File: config.mk
export PLATFORM = sky130hd
export DESIGN_NAME = bbc_cell
export DESIGN_NICKNAME = d
export VERILOG_FILES = /design/src/hdl/block_buffer_cache_lru_defines.svh /design/src/hdl/bbc_pkg.sv /design/src/hdl/bbc_cell.sv
export SDC_FILE = /design/constraint.sdc
export NUM_CORES = 1
export LEC_CHECK = 0
export ABC_AREA = 1
export BUFFER_PORTS_ARGS = -buffer_cell sky130_fd_sc_hd__clkbuf_2
export CORE_UTILIZATION = 31
export CTS_CLUSTER_DIAMETER = 50
export DETAILED_ROUTE_END_ITERATION = 6
export SYNTH_ARGS = -nofsm -noshare
export SYNTH_HDL_FRONTEND = slang
export SYNTH_SLANG_ARGS = --single-unit
File: constraint.sdc
create_clock -name clock -period 12.6 [get_ports clock]
set_clock_uncertainty 0.1 [all_clocks]
set_input_delay 2.52 -clock clock [delete_from_list [all_inputs] [get_ports clock]]
set_output_delay 2.52 -clock clock [all_outputs]
set_load 0.005 [all_outputs]
File: src/hdl/block_buffer_cache_lru_defines.svh
// ----------------------------------------------------------------------------
// Buffer cache assertion macros
// Shared concurrent assertion forms for the buffer cache RTL.
// ----------------------------------------------------------------------------
`ifndef BLOCK_BUFFER_CACHE_LRU_DEFINES_SVH
`define BLOCK_BUFFER_CACHE_LRU_DEFINES_SVH

// same-cycle implication
`define BBC_ASSERT_NOW(label, clk, rst, ante, cons, msg) \
   label: assert property (@(posedge clk) disable iff (rst) (ante) |-> (cons)) \
      else $error(msg);

// next-cycle implication
`define BBC_ASSERT_NEXT(label, clk, rst, ante, cons, msg) \
   label: assert property (@(posedge clk) disable iff (rst) (ante) |=> (cons)) \
      else $error(msg);

`endif

File: src/hdl/bbc_pkg.sv
// ----------------------------------------------------------------------------
// Buffer cache package
// Mode codes, update commands and the word carried down the cell chain.
// ----------------------------------------------------------------------------
package bbc_pkg;

   localparam int IDX_W = 8;

   localparam logic [2:0] MODE_GET     = 3'd0;
   localparam logic [2:0] MODE_MARK    = 3'd1;
   localparam logic [2:0] MODE_RELEASE = 3'd2;
   localparam logic [2:0] MODE_PIN     = 3'd3;
   localparam logic [2:0] MODE_UNPIN   = 3'd4;

   localparam logic [1:0] STATUS_OK        = 2'd0;
   localparam logic [1:0] STATUS_NO_FREE   = 2'd1;
   localparam logic [1:0] STATUS_UNDERFLOW = 2'd2;

   localparam logic [7:0] COUNT_MAX = 8'd255;

   typedef enum logic [2:0] {
      CMD_NONE  = 3'd0,
      CMD_RETAG = 3'd1,
      CMD_INC   = 3'd2,
      CMD_DEC   = 3'd3,
      CMD_MARK  = 3'd4
   } cmd_op_type;

   typedef struct packed {
      cmd_op_type        op;
      logic [IDX_W-1:0]  idx;
      logic              stamp;
      logic [15:0]       device;
      logic [31:0]       block;
      logic [31:0]       now;
   } commit_type;

   typedef struct packed {
      logic              valid;
      logic [2:0]        mode;
      logic [15:0]       device;
      logic [31:0]       block;
      logic [4:0]        slot;
      logic [31:0]       now;
      logic              match_found;
      logic [IDX_W-1:0]  match_idx;
      logic              match_valid;
      logic              free_found;
      logic [IDX_W-1:0]  pick_idx;
      logic [31:0]       pick_time;
      logic [7:0]        addr_count;
      logic              addr_valid;
   } token_type;

endpackage

File: src/hdl/bbc_cell.sv
// ----------------------------------------------------------------------------
// Buffer cache cell
// Holds one slot; folds its tags, count and time into the passing word and
// applies the update command addressed to it.
// ----------------------------------------------------------------------------
module bbc_cell import bbc_pkg::*; #(
   parameter int unsigned IDX = 0
) (
   input  logic       clock,
   input  logic       reset,
   input  token_type  tok_in,
   input  commit_type commit,
   output token_type  tok_out
);

   logic [15:0] dev_ff,   dev_in;
   logic [31:0] blk_ff,   blk_in;
   logic [7:0]  cnt_ff,   cnt_in;
   logic [31:0] time_ff,  time_in;
   logic        valid_ff, valid_in;
   token_type   tok_ff,   tok_nx_in;
   logic        sel;

   always_comb begin
      tok_nx_in = tok_in;
      if (tok_in.valid) begin
         if (!tok_in.match_found && dev_ff == tok_in.device && blk_ff == tok_in.block) begin
            tok_nx_in.match_found = 1'b1;
            tok_nx_in.match_idx   = IDX_W'(IDX);
            tok_nx_in.match_valid = valid_ff;
         end
         if (cnt_ff == 8'd0 && (!tok_in.free_found || time_ff < tok_in.pick_time)) begin
            tok_nx_in.free_found = 1'b1;
            tok_nx_in.pick_idx   = IDX_W'(IDX);
            tok_nx_in.pick_time  = time_ff;
         end
         if (32'(tok_in.slot) == 32'(IDX)) begin
            tok_nx_in.addr_count = cnt_ff;
            tok_nx_in.addr_valid = valid_ff;
         end
      end
   end

   assign sel = (commit.idx == IDX_W'(IDX));

   always_comb begin
      dev_in   = dev_ff;
      blk_in   = blk_ff;
      cnt_in   = cnt_ff;
      time_in  = time_ff;
      valid_in = valid_ff;
      if (sel) begin
         case (commit.op)
            CMD_RETAG: begin
               dev_in   = commit.device;
               blk_in   = commit.block;
               cnt_in   = 8'd1;
               valid_in = 1'b0;
            end
            CMD_INC: begin
               if (cnt_ff != COUNT_MAX) cnt_in = cnt_ff + 8'd1;
            end
            CMD_DEC: begin
               cnt_in = cnt_ff - 8'd1;
               if (commit.stamp) time_in = commit.now;
            end
            CMD_MARK: valid_in = 1'b1;
            default: ;
         endcase
      end
   end

   always_ff @(posedge clock) begin
      if (reset) begin
         dev_ff       <= '0;
         blk_ff       <= '0;
         cnt_ff       <= '0;
         time_ff      <= '0;
         valid_ff     <= 1'b0;
         tok_ff.valid <= 1'b0;
      end else begin
         dev_ff   <= dev_in;
         blk_ff   <= blk_in;
         cnt_ff   <= cnt_in;
         time_ff  <= time_in;
         valid_ff <= valid_in;
         tok_ff   <= tok_nx_in;
      end
   end

   assign tok_out = tok_ff;

endmodule

Yosys cells after proc, flatten, opt, wreduce, memory -nomap -nowiden
Index checks and enable logic that the tools add are counted.
Word-level totals
  register bits: 238
  input port bits: 243
  output and inout port bits: 149
  word-level logic and storage cells: 52
Operators by class
  add/subtract/negate cells: 2
  order comparisons: 1
  equal/unequal tests: 8
  mux-type cells: 7
  reduce and logical (&&, ||, !) cells: 15
Operators by type and width (count)
  $mux W60: 1
  $mux W41: 1
  $eq A32 B32 Y1: 1
  $lt A32 B32 Y1: 1
  $pmux W8 S3: 1
  $eq A16 B16 Y1: 1
  $logic_not A8 Y1: 2
  $mux W10: 1
  $mux W9: 1
  $add A8 B1 Y8 const B: 1
  $mux W8: 1
  $ne A8 B8 Y1 const B: 1
  $sub A8 B1 Y8 const B: 1
  $eq A3 B2 Y1 const B: 2
  $reduce_and A3 Y1: 2
  $logic_not A5 Y1: 1
  $reduce_and A2 Y1: 2
  $eq A3 B1 Y1 const B: 1
  $eq A3 B3 Y1 const B: 1
  $logic_and A1 B1 Y1: 3
  $reduce_bool A3 Y1: 1
  $logic_not A1 Y1: 2
  $ne A2 B2 Y1 const B: 1
  $pmux W1 S2: 1
  2 further kinds: 2

Longest topological paths before layout
Gate-level depths: netlist of run 1.
  depth in word-level cells: 5
  mapped depth: 17
  mapped depth without buffers: 16

Least setup slack after synthesis of run 1
OpenSTA, ideal clock, no wires.
  kind: input -> register
  start: input reset
  end: register cnt_ff[0]
  library setup time: 0.091 ns
  data arrival time: 7.623 ns
  data required time: 12.409 ns
  setup slack: 4.786 ns
  stages on the path: 5
  path buffers: 2
  cells stage by stage: clkbuf_1 -> inv_1 -> clkbuf_1 -> o21ai_0 -> a21oi_1
RTL lines
  from (decl): RTL line bbc_cell.sv:10  | input logic reset,
  to (signal assigned): RTL line bbc_cell.sv:84  | cnt_ff <= cnt_in;
  to (decl): RTL line bbc_cell.sv:18  | logic [7:0] cnt_ff, cnt_in;

==> reports/metrics.yaml, run 1 <==
post_cts_buffers: 0
power_mw: 1.85
n_fill_cell: 3371
stdcell_area_sq_um: 13900
whs_path_depth: 2
core_sq_um: 33600
grtUsageTotal: 0.175
cts_sinks: 238
tightest_slew_ns: 1.06
ant_nets: 0
rr_endpoint: "tok_out[36]"
power_leakage_nw: 6.36
die-area_sq_um: 35000
reg2reg_slack_ns: 9.97
dieWidth_um: 187
antenna_found_initial: 3
cp-start-kind: "input pin"
synth-seq-cells: 238
ios: 392
htree_levels: 1
ys_types: 35
fin_crit_sh: 0.371
numCtsBuffers: 31
cp.arrival_ns: 5.05
tns_ns: 0
r2r_start: "time_ff[19]"
numPortBuffers: 391
grt_pass1_vias: 8733
grt_pass1_wl_mm: 48.2
rsz0062_at_grt: "no"
async_reset_ff_frac: 0
ir_worst_vdd_uv: 97.2
synth_edf_count: 148
gp_congestion: 0.888
critical_path_required_ns: 12.97
clock_path_buffers: 3
whs_ns: 0.356
finalSetupViolCount: 0
synth_fp_nets: 1385
hold_end: "blk_ff[14]"
die_h_um: 187
critPathKind: "in -> reg"
hold_buffers: 0
cts-root-buf: "clkbuf_16"
fin_crit_ns: 4.67
synth.top_cell.area_share: 0.418
nNetsFinal: 1771
fmax_ghz: 0.214
syn_to_final_growth_pct: 31.1
drv_slew: 0
synth_ff_type: "edfxtp_1"
ys_seq_area_frac: 0.588
overflow: 0
drtIter0Drc: 542
post-route-drc-count: 0
ys_top_cells_by_area: "edfxtp_1 (42%), dfxtp_1 (17%), nand2_1 (8.1%), a21oi_1 (5.1%), inv_1 (4.8%)"
wirelength_mm: 32.0
num_vias: 9109
end_kind: "register"
pwr_density_cell_nw_per_um2: 133
avgSynthCellArea_sq_um: 9.63
syn_area_sq_um: 10600
start_util: 0.316
hold_violations: 0
slew_headroom: 0.295
drive_gt1_frac: 0.320
crit_fanout: 116
yosysWarnings: 0
syn_inst: 1104
status: "finished, final reports clean"
via_per_inst: 4.64
hold_path_class: "reg -> reg"
row_count: 67
dp_hpwl_mm: 24.6
final_cell_mix: "clkbuf_2 (391), nand2_1 (230), edfxtp_1 (148)"
placed_cell_area_sq_um: 13000
drv_cap: 0
mostFrequentLayoutCell: "clkbuf_2"
drt_pass1_iterations: 5
grt_max_degree: 117
hp-start: "blk_ff[14]"
cts-resized-gates: 0
clkTransAtPathRegs_ns: 0.06
insertion_delay_ns: 0.54
ff2ff_path_depth: 11
cts_tree: "yes"
synth_largest_area_cell: "edfxtp_1"
post_drt_wl_per_cell_um: 16.3
## cell type report
class | count | area [sq um] | area share
antenna | 2 | 5.00 | 0.000359
sequential | 238 | 6250 | 0.448
clock buffer | 44 | 866 | 0.0621
timing repair buffer | 395 | 1990 | 0.143
tap | 448 | 561 | 0.0402
inverter | 139 | 527 | 0.0378
clock inverter | 14 | 104 | 0.00745
multi-input combinational | 685 | 3640 | 0.261
## flip-flops by register name, summed over array words and instances, names as in the netlist
name	flops
tok_out	149
blk_ff	32
time_ff	32
dev_ff	16
cnt_ff	8
valid_ff	1
## worst max path at each step
| stage | startpoint | end | slack, ns |
|---|---|---|---|
| after CTS | reset | dev_ff[9] | 7.97 |
| after global placement | reset | blk_ff[26] | 7.46 |
| after global routing | reset | dev_ff[13] | 7.71 |
| after detailed placement | reset | dev_ff[3] | 7.40 |
| after floorplan | reset | cnt_ff[0] | 4.79 |
| final | reset | dev_ff[9] | 7.93 |
## metrics by stage
stage	cells	util	setup slack, ns
3_3_place_gp	1905	0.386	7.46
6_report	1965	0.415	7.93
5_1_grt	1965	0.415	7.71
3_5_place_dp	1905	0.386	7.40
4_1_cts	1963	0.414	7.97
2_1_floorplan	1104	-	4.79
## worst max-delay path, cell delays in order
cell      delay, ns
clkbuf_2       0.09
buf_4          0.28
inv_6          0.75
buf_4          0.85
o21ai_0        0.21
a21oi_1        0.18
## layer usage
layer / vias to the layer above / wire length, um / track usage
li1: 4515 / - / -
met1: 4231 / 14000 / 0.228
met2: 314 / 15000 / 0.291
met3: 47 / 2150 / 0.0370
met4: 2 / 819 / 0.0555
met5: - / 13 / 0
## report_power, final
group	switching, mW	internal [mW]
logic	0.0848	0.0643
clock network	0.338	0.483
registers	0.0106	0.867
## cell families (layout without fill, tap and decap cells)
kind of cell	Yosys count	in the layout	synth area share
muxes	3	3	0.00318
DFF	238	238	0.588
and+or+nand+nor	412	412	0.176
other	0	2	0
adders and majority gates	38	38	0.0454
xor gates and xnor gates	13	13	0.0107
AOI/OAI and AO/OA	219	219	0.106
buffers and inverters	181	592	0.0710
## cells in the mapped netlist, types with 2 or more instances
cell type	n
nor2_1	48
a21boi_0	8
nor4_1	3
nand2_4	2
buf_2	9
nand2_1	230
buf_6	7
nor3_1	13
buf_4	3
clkbuf_1	23
o2111ai_1	2
edfxtp_1	148
xnor2_1	4
nor2_4	2
ha_1	37
inv_1	136
dfxtp_1	90
nand4_1	31
o21ai_0	98
mux2_2	3
or2_2	26
a21oi_1	109
xor2_1	9
inv_2	3
nand3_1	50
Note: power is estimated with default switching activity, not from simulation.
==> run 2, diff against run 1 <==
==> constraint.sdc (replaced) <==
create_clock -name clock -period 4.9 [get_ports clock]
set_clock_uncertainty 0.1 [all_clocks]
set_input_delay 0.98 -clock clock [delete_from_list [all_inputs] [get_ports clock]]
set_output_delay 0.98 -clock clock [all_outputs]
set_load 0.005 [all_outputs]
==> run 2 against run 1 <==
Routed wire length is 0.49% higher. Sequential power grew to 2.6 times the previous value. Total power grew to 2.7 times the previous value. Non-clock buffer count is 3 higher. First-iteration DRC count is 8.3% lower. Flip-flop and latch count stayed put. Global-route usage is 0.43 points higher. Via count is 0.42% lower. Clock power grew to 2.9 times the previous value. Sequential share of layout area is 0.62 points lower. Largest power group is now clock.
==> reports/metrics.yaml, run 2 (synthesized netlist as in run 1, its figures left out) <==
max_stage_delay_ns: 0.38  # was 0.85 ns
rr_endpoint: "tok_out[35]"  # was tok_out[36]
crit_path_end: "tok_out[35]"  # was dev_ff[9]
insertion_delay_ns: 0.50  # was 0.54 ns
hold_violations: 0  # unchanged
ff_latch_area_sq_um: 6250  # unchanged
worstPathCellList: "clkbuf_2, inv_1, ha_1, a21oi_1, nor2_1, nor3_1, nand2_1, nand2_1, nand2_1, nand2_1, nand2_1, nand2_4, nand2_4, nand2_1, nand2_1"  # was clkbuf_2, buf_4, inv_6, buf_4, o21ai_0, a21oi_1
slew_headroom: 0.309  # was 0.295
rsz0062_at_grt: "no"  # unchanged
dp_cells: 1908  # was 1905
die-area_sq_um: 35000  # unchanged
grtUsageTotal: 0.180  # was 0.175
cts-resized-gates: 0  # unchanged
ant_nets: 0  # unchanged
slowest_stage: "nand2_4"  # was buf_4
final_cell_mix: "clkbuf_2 (391), nand2_1 (230), edfxtp_1 (148)"  # unchanged
drtIter0Drc: 497  # was 542
post-route-drc-count: 0  # unchanged
fin_crit_ns: 2.92
cp_num_buf_inv: 2  # was 4
wirelength_mm: 32.1  # was 32.0 mm
dieWidth_um: 187  # unchanged
cp_common_cell: "nand2_1"  # was buf_4
nNetsFinal: 1778  # was 1771
hold_path_class: "reg -> reg"  # unchanged
htree_levels: 2  # was 1
grt_pass1_wl_mm: 48.9  # was 48.2 mm
critPathKind: "in -> reg"  # unchanged
gp_congestion: 0.877  # was 0.888
crit_fanout: 41  # was 116
ff2ff_path_depth: 13  # was 11
mostFrequentLayoutCell: "clkbuf_2"  # unchanged
r2r_start: "time_ff[5]"  # was time_ff[19]
start_util: 0.316  # unchanged
status: "finished, final reports clean"  # unchanged
pwr-share-seq: 0.446  # was 0.475
multi_input_comb_area_sq_um: 3640  # unchanged
end_kind: "register"  # unchanged
pwr_density_cell_nw_per_um2: 358  # was 133 nW/um^2
largest_reg_flops: 149  # unchanged
drive_gt1_frac: 0.326  # was 0.320
clkTransAtPathRegs_ns: 0.06  # about the same
dp_hpwl_mm: 24.6  # about the same
clock_path_buffers: 3  # unchanged
drv_slew: 0  # unchanged
p_switching_mw: 1.19  # was 0.433 mW
cp-start-kind: "input pin"  # unchanged
num_vias: 9071  # was 9109
via_per_inst: 4.60  # was 4.64
reg2reg_slack_ns: 2.29  # was 9.97 ns
drv_cap: 0  # unchanged
core_sq_um: 33600  # unchanged
drt_pass1_iterations: 4  # was 5
power.internal_mw: 3.87  # was 1.41 mW
fmax_ghz: 0.342
power_leakage_nw: 6.46  # was 6.36 nW
hold_buffers: 0  # unchanged
grt_pass1_vias: 8800  # was 8733
cp.arrival_ns: 3.07  # was 5.05 ns
post_cts_buffers: 0  # unchanged
switching_share: 0.236  # was 0.234
cts_sinks: 238  # unchanged
numPortBuffers: 391  # unchanged
tightest_slew_ns: 1.04  # was 1.06 ns
ir_worst_vdd_uv: 202  # was 97.2 uV
numCtsBuffers: 35  # was 31
combPwrFrac: 0.077  # was 0.081
syn_to_final_growth_pct: 32.9  # was 31.1%
path_delay_family: "simple AND/OR/NAND/NOR gates"  # was buffers and inverters
tns_ns: 0  # unchanged
n_fill_cell: 3351  # was 3371
finalSetupViolCount: 0  # unchanged
overflow: 0  # unchanged
pwr-share-clk: 0.477  # was 0.444
cts-root-buf: "clkbuf_16"  # unchanged
cts_tree: "yes"  # unchanged
grt_max_degree: 98  # was 117
critical_path_required_ns: 5.05  # was 12.97 ns
cp.depth: 15  # was 6
final_util: 0.420  # was 0.415
final_cells: 1972  # was 1965
post_drt_wl_per_cell_um: 16.3  # about the same
ios: 392  # unchanged
row_count: 67  # unchanged
antenna_found_initial: 2  # was 3
die_h_um: 187  # unchanged
fin_crit_sh: 0.597
crit_start: "tok_in[14]"  # was reset
-- run 2: worst min-delay path: cells and delay by family, from the launching register on --
family	cells	cell delay, ns
AO/OA/AOI/OAI	1	0.05
flip-flops	1	0.31
buffers and inverters	1	0.05
-- run 2: worst min-delay path by stage --
stage               start    endpoint  slack, ns  cells past startpoint
2_1_floorplan  blk_ff[12]  blk_ff[12]       0.34                      2
3_3_place_gp   blk_ff[26]  blk_ff[26]       0.34                      2
3_5_place_dp    blk_ff[8]   blk_ff[8]       0.35                      2
4_1_cts         blk_ff[8]   blk_ff[8]       0.36                      2
5_1_grt         dev_ff[6]   dev_ff[6]       0.38                      2
6_report       blk_ff[14]  blk_ff[14]       0.36                      2
-- run 2: power groups by stage --
stage | combinational [mW] | clock (mW) | sequential, mW
after floorplan | 0.123 | 0 | 2.31
after global placement | 0.390 | 0 | 2.30
after detailed placement | 0.394 | 0 | 2.30
after CTS | 0.396 | 2.46 | 2.26
after global routing | 0.431 | 2.55 | 2.26
final | 0.389 | 2.41 | 2.25
-- run 2: layout make-up --
type,count,area share
diodes,2,0.000354
clock buffers,41,0.0650
clock inverters,21,0.0141
inverters,139,0.0373
multi-input cells,685,0.258
flip-flops and latches,238,0.442
well taps,448,0.0397
repair buffers,398,0.144
-- run 2: metal layers --
metal	wire, um	share of wire	global-route usage	vias up
met4	1050	0.033	0.0687	0
met1	14200	0.44	0.236	4200
met2	15000	0.47	0.292	287
met5	0	0	0	-
li1	-	-	-	4519
met3	1880	0.058	0.0356	65
-- run 2: metrics by stage --
step / total power [mW] / hold slack, ns / worst slack, ns / instance area, sq um
6_report: 5.06 / 0.356 / 1.98 / 14100
5_1_grt: 5.24 / 0.379 / 1.76 / 14100
4_1_cts: 5.11 / 0.357 / 1.94 / 14100
3_5_place_dp: 2.69 / 0.348 / 1.42 / 13000
3_3_place_gp: 2.69 / 0.343 / 1.47 / 13000
2_1_floorplan: 2.43 / 0.335 / 1.05 / 10600
==> run 3, diff against run 2 <==
==> constraint.sdc (replaced) <==
create_clock -name clock -period 2.76 [get_ports clock]
set_clock_uncertainty 0.1 [all_clocks]
set_input_delay 0.552 -clock clock [delete_from_list [all_inputs] [get_ports clock]]
set_output_delay 0.552 -clock clock [all_outputs]
set_load 0.005 [all_outputs]
==> run 3 against run 2 <==
Clock power grew 79%. Register-to-register slack lost 1.7 ns. Sequential share of layout area shrank 0.33 points. Combinational power grew 79%. Die area is the same. Routed wire length grew 1.4%. Flip-flop and latch count is the same. Largest power group unchanged.
==> reports/metrics.yaml, run 3 (synthesized netlist as in run 1, its figures left out) <==
critPathKind: "reg -> reg"  # was in -> reg
post_drt_wl_per_cell_um: 16.5  # was 16.3 um
finalSetupViolCount: 0  # unchanged
cp.arrival_ns: 2.35  # was 3.07 ns
final_cells: 1981  # was 1972
cts_tree: "yes"  # unchanged
pwr-share-seq: 0.444  # was 0.446
tns_ns: 0  # unchanged
dp_cells: 1917  # was 1908
setup_slack_ns: 0.567  # was 1.98 ns
power_mw: 9.02  # was 5.06 mW
grt_pass1_wl_mm: 49.4  # was 48.9 mm
crit_fanout: 32  # was 41
cts-resized-gates: 0  # unchanged
hold_path_class: "in -> reg"  # was reg -> reg
maxUsedRoutingLayer: "met4"  # unchanged
end_kind: "register"  # unchanged
hold_buffers: 0  # unchanged
crit_path_end: "tok_out[39]"  # was tok_out[35]
reg2reg_slack_ns: 0.57  # was 2.29 ns
ios: 392  # unchanged
p_switching_mw: 2.09  # was 1.19 mW
final_cell_mix: "clkbuf_2 (391), nand2_1 (230), edfxtp_1 (148)"  # unchanged
overflow: 0  # unchanged
clkTransAtPathRegs_ns: 0.06  # about the same
rsz0062_at_grt: "no"  # unchanged
crit_start: "time_ff[5]"  # was tok_in[14]
fin_crit_ns: 2.19
cts-root-buf: "clkbuf_16"  # unchanged
ff2ff_path_depth: 13  # unchanged
post_cts_buffers: 0  # unchanged
post-route-drc-count: 0  # unchanged
cp-start-kind: "register"  # was input pin
row_count: 67  # unchanged
gp_congestion: 0.875  # was 0.877
power.internal_mw: 6.92  # was 3.87 mW
die_h_um: 187  # unchanged
routed-wl-met3_mm: 2.02  # was 1.88 mm
htree_levels: 2  # unchanged
drv_cap: 0  # unchanged
switching_share: 0.232  # was 0.236
syn_to_final_growth_pct: 33.9  # was 32.9%
cts_sinks: 238  # unchanged
r2r_start: "time_ff[5]"  # unchanged
numCtsBuffers: 35  # unchanged
rr_endpoint: "tok_out[39]"  # was tok_out[35]
numPortBuffers: 391  # unchanged
power_leakage_nw: 6.52  # was 6.46 nW
drive_gt1_frac: 0.330  # was 0.326
largest_reg_flops: 149  # unchanged
die-area_sq_um: 35000  # unchanged
wl_met2_mm: 15.7  # was 15.0 mm
grt_pass1_vias: 8825  # was 8800
num_vias: 9169  # was 9071
critical_path_required_ns: 2.92  # was 5.05 ns
drt_pass1_iterations: 5  # was 4
dieWidth_um: 187  # unchanged
mostFrequentLayoutCell: "clkbuf_2"  # unchanged
nNetsFinal: 1787  # was 1778
pwr-share-clk: 0.479  # was 0.477
slew_headroom: 0.597  # was 0.309
wirelength_mm: 32.6  # was 32.1 mm
clock_path_buffers: 3  # unchanged
n_fill_cell: 3298  # was 3351
ant_nets: 0  # unchanged
fmax_ghz: 0.456
status: "finished, final reports clean"  # unchanged
pwr_density_cell_nw_per_um2: 633  # was 358 nW/um^2
antenna_found_initial: 1  # was 2
insertion_delay_ns: 0.51  # was 0.50 ns
dp_hpwl_mm: 25.3  # was 24.6 mm
ir_worst_vdd_uv: 325  # was 202 uV
grt_max_degree: 61  # was 98
wl_met1_mm: 14.3  # was 14.2 mm
hold_violations: 0  # unchanged
via_per_inst: 4.63  # was 4.60
final_util: 0.423  # was 0.420
grtUsageTotal: 0.182  # was 0.180
pre_cts_slack_ns: 0.203  # was 1.42 ns
tightest_slew_ns: 0.603  # was 1.04 ns
core_sq_um: 33600  # unchanged
drtIter0Drc: 542  # was 497
drv_slew: 0  # unchanged
fin_crit_sh: 0.795
start_util: 0.316  # unchanged
combPwrFrac: 0.077  # about the same
run 3: changes by cell type in the layout (fill, tap and decap cells not counted), sizes merged:
cell      delta
buf          +9
diode        -1
clkinvlp     -1
bufinv       -2
inv          -1
clkinv       -3
clkbuf       +8
run 3: cell type report:
| cell class | instances | area, sq um | area share |
|---|---|---|---|
| Antenna cell | 1 | 2.50 | 0.000176 |
| Clock buffer | 49 | 1040 | 0.0732 |
| Inverter | 139 | 527 | 0.0370 |
| Sequential cell | 238 | 6250 | 0.439 |
| Tap cell | 448 | 561 | 0.0394 |
| Multi-Input combinational cell | 685 | 3640 | 0.256 |
| Clock inverter | 14 | 103 | 0.00721 |
| Timing Repair Buffer | 407 | 2110 | 0.149 |
run 3: power by group through the flow:
stage                     clock network [mW]  logic [mW]  registers, mW
after global routing                    4.56       0.766           4.02
after CTS                               4.42       0.706           4.00
after global placement                     0       0.698           4.07
final                                   4.32       0.698           4.00
after detailed placement                   0       0.703           4.08
after floorplan                            0       0.219           4.10
run 3: stage by stage:
step	instance area, sq um	hold WS (ns)
floorplan	10600	0.335
global placement	13100	0.343
detailed placement	13100	0.346
CTS	14200	0.0967
global route	14200	0.0938
finish	14200	0.118
run 3: critical path, cell delays in order (launching register included):
cell and delay, ns:
dfxtp_1 0.33, ha_1 0.29, a21oi_1 0.15, nor2_1 0.06, nor3_1 0.14, nand2_1 0.09, nand2_1 0.06, nand2_1 0.07
nand2_1 0.06, nand2_1 0.07, nand2_4 0.09, nand2_4 0.23, nand2_1 0.15, nand2_1 0.06
run 3: worst min path at each step:
stage,start,to,slack (ns),cells after the start
after detailed placement,dev_ff[8],dev_ff[8],0.35,2
after CTS,tok_in[73],tok_out[73],0.1,1
after global placement,blk_ff[26],blk_ff[26],0.34,2
final,tok_in[146],tok_out[146],0.12,1
after global routing,tok_in[73],tok_out[73],0.09,1
after floorplan,blk_ff[12],blk_ff[12],0.34,2
run 3: routing by layer:
| metal | global-route usage | up-vias |
|---|---|---|
| met4 | 0.0549 | 0 |
| met5 | 0 | - |
| li1 | - | 4546 |
| met1 | 0.240 | 4272 |
| met3 | 0.0366 | 40 |
| met2 | 0.301 | 311 |
